`config.mk`:
```
export PLATFORM = sky130hd
export DESIGN_NAME = bitmap_page_allocator_flat
export DESIGN_NICKNAME = d
export VERILOG_FILES = /design/src/design/bpa_pkg.sv /design/src/design/bpa_if.sv /design/src/design/bitmap_page_allocator.sv /design/src/design/bpa_word_eval.sv /design/src/flat_wrapper.sv
export SDC_FILE = /design/constraint.sdc
export NUM_CORES = 2
export LEC_CHECK = 0
export ABC_AREA = 1
export BUFFER_PORTS_ARGS = -buffer_cell sky130_fd_sc_hd__buf_4
export CAP_MARGIN = 20
export CELL_PAD_IN_SITES_DETAIL_PLACEMENT = 0
export CELL_PAD_IN_SITES_GLOBAL_PLACEMENT = 1
export CORE_AREA = 2 2 346 348
export DETAILED_ROUTE_END_ITERATION = 10
export DIE_AREA = 0 0 348 350
export GPL_TIMING_DRIVEN = 1
export PLACE_DENSITY_LB_ADDON = 0.1
export SETUP_SLACK_MARGIN = 0.4
export SKIP_CTS_REPAIR_TIMING = 1
export SLEW_MARGIN = 40
export SYNTH_ARGS = -nofsm -noshare
export SYNTH_HDL_FRONTEND = slang
export SYNTH_HIERARCHICAL = 1
export SYNTH_SLANG_ARGS = --single-unit
```
`constraint.sdc`:
```
create_clock -name clk -period 19.5 [get_ports clk]
set_input_delay 0 -clock clk [delete_from_list [all_inputs] [get_ports clk]]
set_output_delay 0 -clock clk [all_outputs]
set_load 0.005 [all_outputs]
```
`src/design/bpa_pkg.sv`:
```
// Shared types and codes of the bitmap page allocator.
// Used by bpa_word_eval and bitmap_page_allocator; depends on nothing.
`default_nettype none

package bpa_pkg;

    // Request codes
    localparam logic [1:0] REQ_ALLOC   = 2'd0;
    localparam logic [1:0] REQ_FREE    = 2'd1;
    localparam logic [1:0] REQ_RESERVE = 2'd2;
    localparam logic [1:0] REQ_UNKNOWN = 2'd3;

    // Configuration register indexes
    localparam logic [0:0] CFG_BLOCKS_IN_USE = 1'd0;
    localparam logic [0:0] CFG_BASE_ADDRESS  = 1'd1;

    // Size of the managed bitmap; field widths are fixed around this value
    localparam int NUM_BLOCKS  = 1024;
    localparam int BLOCK_SHIFT = 12;

    typedef enum logic [1:0] {
        STAT_OK       = 2'd0,
        STAT_NO_RUN   = 2'd1,
        STAT_ZERO_LEN = 2'd2,
        STAT_RANGE    = 2'd3
    } status_t;

    typedef enum logic [2:0] {
        S_IDLE,
        S_SCAN,
        S_FILL,
        S_UPDATE,
        S_FINISH
    } state_t;

    // Per-word analysis from the shared scan unit
    typedef struct packed {
        logic       carry_hit;   // run entering the word completes in it
        logic       win_hit;     // a run of the length fits inside the word
        logic [4:0] win_pos;     // lowest start of such a run
        logic       all_free;
        logic [4:0] lead_free;   // free bits at the top of the word
        logic [5:0] resv_cnt;    // reserved bits below the limit
    } word_eval_t;

endpackage

`default_nettype wire

```
`src/design/bpa_if.sv`:
```
// Request and response channel interfaces of the bitmap page allocator.
// Valid/ready handshake; no package dependency.
`default_nettype none

interface bpa_req_if;
    logic        valid;
    logic        ready;
    logic [1:0]  req_type;
    logic [10:0] run_length;
    logic [31:0] address;
    logic [9:0]  block_index;

    modport source (output valid, req_type, run_length, address, block_index, input ready);
    modport sink   (input valid, req_type, run_length, address, block_index, output ready);
endinterface

interface bpa_rsp_if;
    logic        valid;
    logic        ready;
    logic [1:0]  status;
    logic [31:0] alloc_address;
    logic [9:0]  first_block;
    logic [10:0] free_count;

    modport source (output valid, status, alloc_address, first_block, free_count, input ready);
    modport sink   (input valid, status, alloc_address, first_block, free_count, output ready);
endinterface

`default_nettype wire

```
`src/design/bitmap_page_allocator.sv`:
```
// Bitmap page allocator top level: sequencer, bitmap memory, config registers.
// Depends on bpa_pkg, bpa_req_if / bpa_rsp_if and bpa_word_eval.
//
// Usage:
//   req channel carries one request item (allocate run, free by address,
//   reserve by block); rsp returns exactly one result item per request.
//   The block takes one request at a time: req.ready is high only while idle.
//   Every request sweeps the bitmap one 32-bit word per cycle through the shared
//   word unit, counting reserved blocks; an allocation also searches for the
//   first free run. One that succeeds then rewrites the words its run spans,
//   one per cycle; a valid free or reserve rewrites one word.
//   An item steps through scan, then fill for a successful allocation or update
//   for a valid free or reserve, then finish, which loads the result into the
//   output slot once the slot is free. The bitmap memory port does one read and
//   one write per cycle. Reset: all blocks free, blocks_in_use = 1024,
//   base_address = 0; the map needs no clearing pass (per-word valid bits).
//   A stalled result holds in the output register; the next item is still
//   accepted and works up to its own result, which waits for the slot.
//   cfg_we writes register cfg_index from cfg_data; the user must write it only
//   while the block is idle, which the block itself does not enforce.
`default_nettype none

module bitmap_page_allocator (
    input  logic        clk,
    input  logic        rst_n,
    bpa_req_if.sink     req,
    bpa_rsp_if.source   rsp,
    input  logic        cfg_we,
    input  logic [0:0]  cfg_index,
    input  logic [31:0] cfg_data
);

    localparam int MAP_WORDS   = (bpa_pkg::NUM_BLOCKS + 31) / 32;
    localparam int AW          = $clog2(MAP_WORDS);
    localparam int IW          = AW + 1;
    localparam logic [10:0] LIM_MAX = 11'(bpa_pkg::NUM_BLOCKS);

    // configuration
    logic [10:0] blocks_reg;
    logic [31:0] base_reg;
    logic [10:0] limit;
    logic [IW-1:0] nwords;

    // sequencer
    bpa_pkg::state_t state_reg, state_next;

    // item context
    logic [1:0]  req_reg, req_next;
    logic [10:0] len_reg, len_next;
    logic [10:0] tgt_reg, tgt_next;
    logic        tgt_ok_reg, tgt_ok_next;
    logic        search_reg, search_next;
    logic        found_reg, found_next;
    logic [10:0] start_reg, start_next;
    logic [11:0] run_reg, run_next;
    logic [10:0] run_start_reg, run_start_next;
    logic [10:0] cnt_reg, cnt_next;
    logic [31:0] tword_reg, tword_next;

    // word sweep
    logic [IW-1:0] rd_idx_reg, rd_idx_next;
    logic          pend_reg, pend_next;
    logic [AW-1:0] ev_idx_reg, ev_idx_next;

    // bitmap memory
    logic [31:0]          map_mem [MAP_WORDS];
    logic [31:0]          map_q_reg;
    logic [MAP_WORDS-1:0] map_vld_reg;
    logic                 rvld_reg;
    logic                 mem_we;
    logic [AW-1:0]        mem_waddr;
    logic [31:0]          mem_wdata;
    logic [AW-1:0]        mem_raddr;

    // output slot
    logic              rsp_valid_reg, rsp_valid_next;
    bpa_pkg::status_t  status_reg, status_next;
    logic [31:0]       addr_out_reg, addr_out_next;
    logic [9:0]        blk_out_reg, blk_out_next;
    logic [10:0]       fc_out_reg, fc_out_next;

    // combinational helpers
    logic        scan_issue;
    logic        fill_issue;
    logic        issue;
    logic        pass_done;
    logic        out_free;
    logic        accept;
    logic        ev_last;
    logic [10:0] end_blk;
    logic [10:0] wbase;
    logic [31:0] rdata;
    logic [31:0] vmask;
    logic [31:0] rview;
    logic [31:0] fmask;
    logic [4:0]  fill_lo;
    logic [4:0]  fill_hi;
    logic [31:0] free_diff;
    logic [19:0] free_blk;
    logic        old_bit;
    logic [11:0] total;
    bpa_pkg::status_t   res_status;
    logic [31:0]        res_addr;
    logic [9:0]         res_blk;
    bpa_pkg::word_eval_t ev;

    assign limit   = (blocks_reg > LIM_MAX) ? LIM_MAX : blocks_reg;
    assign nwords  = IW'((12'(limit) + 12'd31) >> 5);
    assign accept  = req.valid && req.ready;
    assign out_free = !rsp_valid_reg || rsp.ready;

    assign scan_issue = (state_reg == bpa_pkg::S_SCAN) && (rd_idx_reg < nwords);
    assign end_blk    = start_reg + len_reg - 11'd1;
    assign fill_issue = (state_reg == bpa_pkg::S_FILL) && (7'(rd_idx_reg) <= 7'(end_blk[10:5]));
    assign issue      = scan_issue || fill_issue;
    assign pass_done  = !issue && !pend_reg;

    assign mem_raddr = rd_idx_reg[AW-1:0];
    assign rdata     = rvld_reg ? map_q_reg : 32'd0;
    assign wbase     = 11'({ev_idx_reg, 5'd0});
    assign ev_last   = (IW'(ev_idx_reg) == (nwords - IW'(1)));
    assign vmask     = (ev_last && (limit[4:0] != 5'd0)) ? ~(32'hFFFF_FFFF << limit[4:0])
                                                        : 32'hFFFF_FFFF;
    assign rview     = rdata | ~vmask;

    assign fill_lo = (6'(ev_idx_reg) == start_reg[10:5]) ? start_reg[4:0] : 5'd0;
    assign fill_hi = (6'(ev_idx_reg) == end_blk[10:5]) ? end_blk[4:0] : 5'd31;
    assign fmask   = (32'hFFFF_FFFF << fill_lo) & (32'hFFFF_FFFF >> (5'd31 - fill_hi));

    assign free_diff = {req.address[31:12], 12'd0} - base_reg;
    assign free_blk  = free_diff[31:12];
    assign old_bit   = tword_reg[tgt_reg[4:0]];

    bpa_word_eval u_eval (
        .resv   (rview),
        .vmask  (vmask),
        .len    (len_reg),
        .run_in (run_reg),
        .res    (ev)
    );

    assign req.ready         = (state_reg == bpa_pkg::S_IDLE);
    assign rsp.valid         = rsp_valid_reg;
    assign rsp.status        = status_reg;
    assign rsp.alloc_address = addr_out_reg;
    assign rsp.first_block   = blk_out_reg;
    assign rsp.free_count    = fc_out_reg;

    // result of the finished item
    always_comb
    begin
        res_status = bpa_pkg::STAT_RANGE;
        res_addr   = 32'd0;
        res_blk    = 10'd0;
        total      = 12'(cnt_reg);
        unique case (req_reg)
            bpa_pkg::REQ_ALLOC:
            begin
                if (len_reg == 11'd0)
                begin
                    res_status = bpa_pkg::STAT_ZERO_LEN;
                end
                else if (found_reg)
                begin
                    res_status = bpa_pkg::STAT_OK;
                    res_addr   = base_reg + 32'({start_reg, 12'd0});
                    res_blk    = start_reg[9:0];
                    total      = 12'(cnt_reg) + 12'(len_reg);
                end
                else
                begin
                    res_status = bpa_pkg::STAT_NO_RUN;
                end
            end
            bpa_pkg::REQ_FREE:
            begin
                if (tgt_ok_reg)
                begin
                    res_status = bpa_pkg::STAT_OK;
                    res_blk    = tgt_reg[9:0];
                    total      = 12'(cnt_reg) - 12'(old_bit);
                end
            end
            bpa_pkg::REQ_RESERVE:
            begin
                if (tgt_ok_reg)
                begin
                    res_status = bpa_pkg::STAT_OK;
                    res_blk    = tgt_reg[9:0];
                    total      = 12'(cnt_reg) + 12'(!old_bit);
                end
            end
            default:
            begin
                res_status = bpa_pkg::STAT_RANGE;
            end
        endcase
    end

    // next state
    always_comb
    begin
        state_next = state_reg;
        unique case (state_reg)
            bpa_pkg::S_IDLE:
            begin
                if (req.valid)
                begin
                    state_next = bpa_pkg::S_SCAN;
                end
            end
            bpa_pkg::S_SCAN:
            begin
                if (pass_done)
                begin
                    if (search_reg && found_reg)
                    begin
                        state_next = bpa_pkg::S_FILL;
                    end
                    else if (((req_reg == bpa_pkg::REQ_FREE) ||
                              (req_reg == bpa_pkg::REQ_RESERVE)) && tgt_ok_reg)
                    begin
                        state_next = bpa_pkg::S_UPDATE;
                    end
                    else
                    begin
                        state_next = bpa_pkg::S_FINISH;
                    end
                end
            end
            bpa_pkg::S_FILL:
            begin
                if (pass_done)
                begin
                    state_next = bpa_pkg::S_FINISH;
                end
            end
            bpa_pkg::S_UPDATE:
            begin
                state_next = bpa_pkg::S_FINISH;
            end
            bpa_pkg::S_FINISH:
            begin
                if (out_free)
                begin
                    state_next = bpa_pkg::S_IDLE;
                end
            end
            default:
            begin
                state_next = bpa_pkg::S_IDLE;
            end
        endcase
    end

    // datapath and memory control
    always_comb
    begin
        req_next       = req_reg;
        len_next       = len_reg;
        tgt_next       = tgt_reg;
        tgt_ok_next    = tgt_ok_reg;
        search_next    = search_reg;
        found_next     = found_reg;
        start_next     = start_reg;
        run_next       = run_reg;
        run_start_next = run_start_reg;
        cnt_next       = cnt_reg;
        tword_next     = tword_reg;
        rd_idx_next    = issue ? (rd_idx_reg + IW'(1)) : rd_idx_reg;
        pend_next      = issue;
        ev_idx_next    = rd_idx_reg[AW-1:0];
        mem_we         = 1'b0;
        mem_waddr      = ev_idx_reg;
        mem_wdata      = rdata | fmask;
        rsp_valid_next = rsp_valid_reg;
        status_next    = status_reg;
        addr_out_next  = addr_out_reg;
        blk_out_next   = blk_out_reg;
        fc_out_next    = fc_out_reg;

        if (rsp.ready)
        begin
            rsp_valid_next = 1'b0;
        end

        unique case (state_reg)
            bpa_pkg::S_IDLE:
            begin
                if (accept)
                begin
                    req_next       = req.req_type;
                    len_next       = req.run_length;
                    search_next    = (req.req_type == bpa_pkg::REQ_ALLOC) &&
                                     (req.run_length != 11'd0);
                    found_next     = 1'b0;
                    run_next       = 12'd0;
                    run_start_next = 11'd0;
                    cnt_next       = 11'd0;
                    rd_idx_next    = '0;
                    pend_next      = 1'b0;
                    tgt_next       = 11'd0;
                    tgt_ok_next    = 1'b0;
                    if (req.req_type == bpa_pkg::REQ_FREE)
                    begin
                        tgt_next    = free_blk[10:0];
                        tgt_ok_next = free_blk < 20'(limit);
                    end
                    else if (req.req_type == bpa_pkg::REQ_RESERVE)
                    begin
                        tgt_next    = 11'(req.block_index);
                        tgt_ok_next = 11'(req.block_index) < limit;
                    end
                end
            end
            bpa_pkg::S_SCAN:
            begin
                if (pend_reg)
                begin
                    cnt_next = cnt_reg + 11'(ev.resv_cnt);
                    if (search_reg && !found_reg)
                    begin
                        if (ev.carry_hit)
                        begin
                            found_next = 1'b1;
                            start_next = run_start_reg;
                        end
                        else if (ev.win_hit)
                        begin
                            found_next = 1'b1;
                            start_next = wbase + 11'(ev.win_pos);
                        end
                    end
                    // carry the free run at the top of the word into the next
                    if (ev.all_free)
                    begin
                        run_next = run_reg + 12'd32;
                        if (run_reg == 12'd0)
                        begin
                            run_start_next = wbase;
                        end
                    end
                    else
                    begin
                        run_next       = 12'(ev.lead_free);
                        run_start_next = wbase + 11'(6'd32 - 6'(ev.lead_free));
                    end
                    if (6'(ev_idx_reg) == tgt_reg[10:5])
                    begin
                        tword_next = rdata;
                    end
                end
                if (pass_done && search_reg && found_reg)
                begin
                    rd_idx_next = IW'(start_reg[10:5]);
                end
            end
            bpa_pkg::S_FILL:
            begin
                if (pend_reg)
                begin
                    mem_we    = 1'b1;
                    mem_waddr = ev_idx_reg;
                    mem_wdata = rdata | fmask;
                end
            end
            bpa_pkg::S_UPDATE:
            begin
                mem_we    = 1'b1;
                mem_waddr = tgt_reg[AW+4:5];
                if (req_reg == bpa_pkg::REQ_FREE)
                begin
                    mem_wdata = tword_reg & ~(32'd1 << tgt_reg[4:0]);
                end
                else
                begin
                    mem_wdata = tword_reg | (32'd1 << tgt_reg[4:0]);
                end
            end
            bpa_pkg::S_FINISH:
            begin
                if (out_free)
                begin
                    rsp_valid_next = 1'b1;
                    status_next    = res_status;
                    addr_out_next  = res_addr;
                    blk_out_next   = res_blk;
                    fc_out_next    = limit - total[10:0];
                end
            end
            default:
            begin
                rsp_valid_next = rsp_valid_reg;
            end
        endcase
    end

    // bitmap memory: one write and one registered read per cycle
    always_ff @(posedge clk)
    begin
        if (mem_we)
        begin
            map_mem[mem_waddr] <= mem_wdata;
        end
        map_q_reg <= map_mem[mem_raddr];
    end

    // control state and configuration
    always_ff @(posedge clk or negedge rst_n)
    begin
        if (!rst_n)
        begin
            state_reg     <= bpa_pkg::S_IDLE;
            rsp_valid_reg <= 1'b0;
            pend_reg      <= 1'b0;
            map_vld_reg   <= '0;
            rvld_reg      <= 1'b0;
            blocks_reg    <= 11'd1024;
            base_reg      <= 32'd0;
        end
        else
        begin
            state_reg     <= state_next;
            rsp_valid_reg <= rsp_valid_next;
            pend_reg      <= pend_next;
            rvld_reg      <= map_vld_reg[mem_raddr];
            if (mem_we)
            begin
                map_vld_reg[mem_waddr] <= 1'b1;
            end
            if (cfg_we)
            begin
                unique case (cfg_index)
                    bpa_pkg::CFG_BLOCKS_IN_USE: blocks_reg <= cfg_data[10:0];
                    bpa_pkg::CFG_BASE_ADDRESS:  base_reg   <= cfg_data;
                    default:                    base_reg   <= base_reg;
                endcase
            end
        end
    end

    // item context and output payload
    always_ff @(posedge clk)
    begin
        req_reg       <= req_next;
        len_reg       <= len_next;
        tgt_reg       <= tgt_next;
        tgt_ok_reg    <= tgt_ok_next;
        search_reg    <= search_next;
        found_reg     <= found_next;
        start_reg     <= start_next;
        run_reg       <= run_next;
        run_start_reg <= run_start_next;
        cnt_reg       <= cnt_next;
        tword_reg     <= tword_next;
        rd_idx_reg    <= rd_idx_next;
        ev_idx_reg    <= ev_idx_next;
        status_reg    <= status_next;
        addr_out_reg  <= addr_out_next;
        blk_out_reg   <= blk_out_next;
        fc_out_reg    <= fc_out_next;
    end

    a_accept_drops_ready: assert property (@(posedge clk) disable iff (!rst_n)
        (req.valid && req.ready) |=> !req.ready)
        else $error("ready stayed high after an accepted item");

    a_run_in_limit: assert property (@(posedge clk) disable iff (!rst_n)
        (state_reg == bpa_pkg::S_FILL) |-> ((12'(start_reg) + 12'(len_reg)) <= 12'(limit)))
        else $error("allocated run crosses the managed limit");

    a_count_bounded: assert property (@(posedge clk) disable iff (!rst_n)
        (state_reg == bpa_pkg::S_FINISH) |-> (cnt_reg <= limit))
        else $error("reserved count exceeds the managed limit");

    a_write_phase: assert property (@(posedge clk) disable iff (!rst_n)
        mem_we |-> ((state_reg == bpa_pkg::S_FILL) || (state_reg == bpa_pkg::S_UPDATE)))
        else $error("bitmap written outside a write phase");

    a_rsp_from_finish: assert property (@(posedge clk) disable iff (!rst_n)
        $rose(rsp_valid_reg) |-> $past(state_reg == bpa_pkg::S_FINISH))
        else $error("result raised outside the finish step");

endmodule

`default_nettype wire

```
`src/design/bpa_word_eval.sv`:
```
// Shared scan unit: analyzes one 32-bit bitmap word per cycle for the run search
// and the reserved count. Depends on bpa_pkg.
`default_nettype none

module bpa_word_eval (
    input  logic [31:0]          resv,     // reserved view, bits past the limit set
    input  logic [31:0]          vmask,    // bits below the limit
    input  logic [10:0]          len,
    input  logic [11:0]          run_in,   // free bits ending just below this word
    output bpa_pkg::word_eval_t  res
);

    logic [31:0] p [6];
    logic [2:0]  k;
    logic [4:0]  sh;
    logic [31:0] sel;
    logic [31:0] win;
    logic [31:0] cm;
    logic [5:0]  tz;
    logic [5:0]  pc;
    logic [4:0]  lf;
    logic [4:0]  wpos;
    logic        len_small;

    always_comb
    begin
        // p[i][s]: bits s .. s+2^i-1 all free
        p[0] = ~resv;
        for (int i = 1; i < 6; i++)
        begin
            p[i] = p[i-1] & (p[i-1] >> (1 << (i - 1)));
        end

        k = '0;
        for (int i = 0; i < 6; i++)
        begin
            if (len[i])
            begin
                k = 3'(i);
            end
        end
        sh  = 5'(len[5:0] - (6'd1 << k));
        sel = p[k];
        // two overlapping power-of-two windows cover the full length
        win = sel & (sel >> sh);
        len_small = (len != 11'd0) && (len <= 11'd32);

        wpos = '0;
        for (int i = 31; i >= 0; i--)
        begin
            if (win[i])
            begin
                wpos = 5'(i);
            end
        end

        tz = 6'd32;
        for (int i = 31; i >= 0; i--)
        begin
            if (resv[i])
            begin
                tz = 6'(i);
            end
        end

        lf = '0;
        for (int i = 0; i < 32; i++)
        begin
            if (resv[i])
            begin
                lf = 5'(31 - i);
            end
        end

        cm = resv & vmask;
        pc = '0;
        for (int i = 0; i < 32; i++)
        begin
            pc = pc + 6'(cm[i]);
        end

        res.carry_hit = (run_in != 12'd0) && ((13'(run_in) + 13'(tz)) >= 13'(len));
        res.win_hit   = len_small && (win != 32'd0);
        res.win_pos   = wpos;
        res.all_free  = (resv == 32'd0);
        res.lead_free = lf;
        res.resv_cnt  = pc;
    end

endmodule

`default_nettype wire
```
`src/flat_wrapper.sv`:
```
// flat-port wrapper written by rule: the top's interface ports become plain ports
module bitmap_page_allocator_flat 
  (clk, rst_n, cfg_we, cfg_index, cfg_data, req_valid, req_req_type, req_run_length, req_address, req_block_index, req_ready, rsp_valid, rsp_status, rsp_alloc_address, rsp_first_block, rsp_free_count, rsp_ready);
  bpa_req_if req_i ();
  bpa_rsp_if rsp_i ();
  input  logic clk;
  input  logic rst_n;
  input  logic cfg_we;
  input  logic [0:0] cfg_index;
  input  logic [31:0] cfg_data;
  input wire logic [$bits(req_i.valid)-1:0] req_valid;
  input wire logic [$bits(req_i.req_type)-1:0] req_req_type;
  input wire logic [$bits(req_i.run_length)-1:0] req_run_length;
  input wire logic [$bits(req_i.address)-1:0] req_address;
  input wire logic [$bits(req_i.block_index)-1:0] req_block_index;
  output wire logic [$bits(req_i.ready)-1:0] req_ready;
  output wire logic [$bits(rsp_i.valid)-1:0] rsp_valid;
  output wire logic [$bits(rsp_i.status)-1:0] rsp_status;
  output wire logic [$bits(rsp_i.alloc_address)-1:0] rsp_alloc_address;
  output wire logic [$bits(rsp_i.first_block)-1:0] rsp_first_block;
  output wire logic [$bits(rsp_i.free_count)-1:0] rsp_free_count;
  input wire logic [$bits(rsp_i.ready)-1:0] rsp_ready;
  assign req_i.valid = req_valid;
  assign req_i.req_type = req_req_type;
  assign req_i.run_length = req_run_length;
  assign req_i.address = req_address;
  assign req_i.block_index = req_block_index;
  assign req_ready = req_i.ready;
  assign rsp_valid = rsp_i.valid;
  assign rsp_status = rsp_i.status;
  assign rsp_alloc_address = rsp_i.alloc_address;
  assign rsp_first_block = rsp_i.first_block;
  assign rsp_free_count = rsp_i.free_count;
  assign rsp_i.ready = rsp_ready;
  bitmap_page_allocator u_core (.clk(clk), .rst_n(rst_n), .req(req_i), .rsp(rsp_i), .cfg_we(cfg_we), .cfg_index(cfg_index), .cfg_data(cfg_data));
endmodule
```
==> flow_summary_export.csv <==
group,metric,value,unit
cts,clockBufferDepth,3,
synth,yosys.area_share.simple,13.9,%
sta,min_period,10390,ps
sta,setup_ws,9110,ps
synth,synth_area,63400,sq um
synth,synth_cell_types,70,
synth,synth_xor_area_share,1.01,%
sta,setup_viol,0,
setup_path,crit_end,"u_core/cnt_reg[10]$_SDFFCE_PN0P_",
synth,synthAdderAreaFrac,3.95,%
sta,finalMaxSlewViolations,0,
placed_design,port_buffers,137,
synth,syn_area_per_cell,10.2,sq um
cts,htree_levels,4,
sta,skew,34.5,ps
placed_design,gp_congestion,0.946,
setup_path,crit_path_start,"u_core/blocks_reg[2]$_DFFE_PN0P_",
job,cap_violations,0,
synth,synth-edff-count,1183,
die,placementRows,126,
die,initial_core_util,53.8,%
setup_path,crit_path_frequent_cell,"inv_1",
synth,ys_seq_elements,1307,
setup_path,critPathMaxStageDelay,570,ps
global_route,grt_use_total,31.8,%
die,dieArea,122000,sq um
cts,cts-root-buf,"clkbuf_16",
synth,syn_inst,6237,
cts,clkSinkCount,1307,
setup_path,crit_slowest_cell,"nor2_4",
finish,finalNetCount,6651,
outcome,status,"finished with violations",
detailed_routing,wl_per_cell,24.4,um
pwr,power.leakage,26.3,nW
setup_path,ff2ff_setup_slack,9110,ps
sta,fin_tns_setup,0,ps
synth,synth.top_cell.area_share,56.0,%
finish,largest_reg_flops,1024,
sta,period_share,53.3,%
pwr,power.density,190,nW/um^2
cts,clk_latency,770,ps
synth,ys.flop_type,"edfxtp_1",
synth,yosysSeqAreaShare,60.6,%
synth,yosysTopAreaCell,"edfxtp_1",
sta,relSlewSlack,38.3,%
setup_path,r2r.worst_path.cells,46,
global_route,first_global_vias,44700,
setup_path,cp_max_fo,32,
setup_path,rr_startpoint,"u_core/blocks_reg[2]$_DFFE_PN0P_",
sta,hold_violations,26,
global_route,antenna_found_initial,1,
detailed_routing,drt.antenna.violating_nets,0,
setup_path,cp-start-kind,"flop",
detailed_routing,drt_iter0_markers,5675,
synth,synth_compound_area_share,15.3,%
setup_path,worst_ep_required_time,20100,ps
die,core,118000,sq um
synth,yosysWarnings,6,
die,ios,150,
hold_path,hold_path.class,"in2async",
detailed_routing,drtPass1Iterations,7,
detailed_routing,wirelength,196,mm
synth,async_reset_ff_share,6.20,%
die,die_h,350,um
finish,fill_cells,9608,
cts,cts_tree,"yes",
sta,hold_slack,-26.8,ps
synth,syn_nets,6511,
detailed_routing,avgViaCountPerCell,6.08,
cts,cts_made_buffers,138,
finish,drive_gt1_share,9.29,%
synth,synth_area_leaders,"edfxtp_1, o21ai_0, nor2_1, nand2_1, dfrtp_1",
cts,clk_pin_slew,60,ps
setup_path,worst_setup_path_end_kind,"flop",
die,die_x,348,um
pwr,ir_drop,0.879,mV
sta,worst_slew_pin_slew,926,ps
detailed_routing,num_vias,48800,
detailed_routing,drc,0,
global_route,grt_max_degree,190,
placed_design,dpl_worst_slack,9210,ps
setup_path,worstPathArrival,10990,ps
setup_path,reg2reg_to,"u_core/cnt_reg[10]$_SDFFCE_PN0P_",
placed_design,hpwl,116,mm
sta,rsz0062_at_grt,"false",
finish,top_register,"u_core/map_mem",
setup_path,crit_type,"reg2reg",
finish,area_growth,13.3,%
global_route,grt_pass1_wl,288,mm
synth,muxShareOfSynthArea,0.0948,%
sta,fmax,96.3,MHz
global_route,grt-ovfl-total,0,
outcome,violations,"negative hold slack",
synth,synth_top_family_by_area,"compound AO/OA/AOI/OAI gates",
==> how the worst min path moves through the flow <==
stage / start / to / slack (ps)
finish: rst_n / u_core/map_vld_reg[24]$_DFFE_PN0P_ / -30
global route: req_run_length[3] / u_core/len_reg[3]$_DFFE_PP_ / 2
CTS: rst_n / u_core/map_vld_reg[21]$_DFFE_PN0P_ / -960
detailed placement: rst_n / u_core/map_vld_reg[19]$_DFFE_PN0P_ / -150
global placement: rst_n / u_core/map_vld_reg[23]$_DFFE_PN0P_ / -160
floorplan: rst_n / u_core/base_reg[0]$_DFFE_PN0P_ / -300
==> report_power, final <==
group	switching, W	internal (W)
Sequential	0.000196	0.00354
Combinational	0.00481	0.00248
Clock	0.00111	0.00149
==> Yosys cell counts (all sizes together), types with 4 or more instances <==
cell type	instances
clkbuf	272
a21oi	302
a211oi	13
o311ai	9
o21bai	11
nand3b	5
dfrtp	80
or2	22
o211ai	40
nor2	931
buf	51
nand3	240
a22oi	5
o21ai	886
nor3	64
o21a	9
fa	32
a31oi	34
dfxtp	43
inv	521
a221oi	39
edfxtp	1183
o221ai	97
o22ai	163
clkinv	4
ha	149
mux2i	6
nand4	54
a32oi	33
o31ai	5
nor4	18
xor2	44
nand2	802
xnor2	28
a22o	10
o2111ai	6
==> kinds of logic after synthesis <==
| kind of cell | count (synthesis) |
|---|---|
| xor gates and xnor gates | 72 |
| muxes | 6 |
| DFF | 1307 |
| AOI/OAI and AO/OA | 1679 |
| other | 1 |
| buffers and inverters | 848 |
| and+or+nand+nor | 2143 |
| adders and majority gates | 181 |
==> layer usage <==
layer / GRT usage, % / part of all wire (%)
met3: 4.40 / 8.1
met5: 0 / 0.0066
met4: 12.3 / 3.9
met2: 51.8 / 47
met1: 43.5 / 41
==> through the flow <==
stage | hold slack, ps | util (%) | total power [W] | cell area, sq um | std cells
after floorplan | -296 | - | 0.00900 | 63400 | 6237
after global placement | -160 | 56.2 | 0.0109 | 66200 | 7680
after detailed placement | -155 | 56.3 | 0.0109 | 66300 | 7683
after CTS | -963 | 60.2 | 0.0136 | 70800 | 7937
after global routing | 2.25 | 61.0 | 0.0147 | 71800 | 8027
final | -26.8 | 61.0 | 0.0136 | 71800 | 8028
==> final cells by class <==
| class | count | area, sq um | share of cell area (%) |
|---|---|---|---|
| clock inverter | 78 | 691 | 0.962 |
| tap | 1536 | 1920 | 2.68 |
| clock buffer | 176 | 3810 | 5.31 |
| antenna | 1 | 2.50 | 0.00348 |
| timing repair buffer | 323 | 2810 | 3.91 |
| inverter | 525 | 1990 | 2.78 |
| sequential | 1307 | 38400 | 53.5 |
| multi-input combinational | 4082 | 22200 | 30.9 |
==> critical path: cells and delay by family (launching register included) <==
kind,cells,cell delay [ps]
xor gates and xnor gates,1,130
buffers and inverters,12,940
adders and majority gates,12,5180
DFF,1,430
AOI/OAI and AO/OA,5,710
and+or+nand+nor,16,2850
==> layout by cell type, fill, tap and decap left out, types with 21 or more instances in the layout <==
master            n
a31oi_1          26
o21ai_0         839
dfxtp_1          39
clkinv_1         29
edfxtp_1       1183
clkbuf_16       142
clkbuf_1         21
nor2_4           39
nand2_2          22
dfrtp_1          80
o211ai_1         36
nand2_1         774
inv_1           498
fa_1             32
or2_2            21
a21oi_1         300
a221oi_1         39
nor2_1          885
nand4_1          54
clkinv_2         32
xor2_1           44
xnor2_1          26
nor3_1           62
ha_1            149
o22ai_1         163
buf_4           222
a32oi_1          33
dlygate4sd3_1    84
o21ai_1          40
o221ai_1         97
nand3_1         238
No activity file was read; power rests on OpenSTA's default activity.
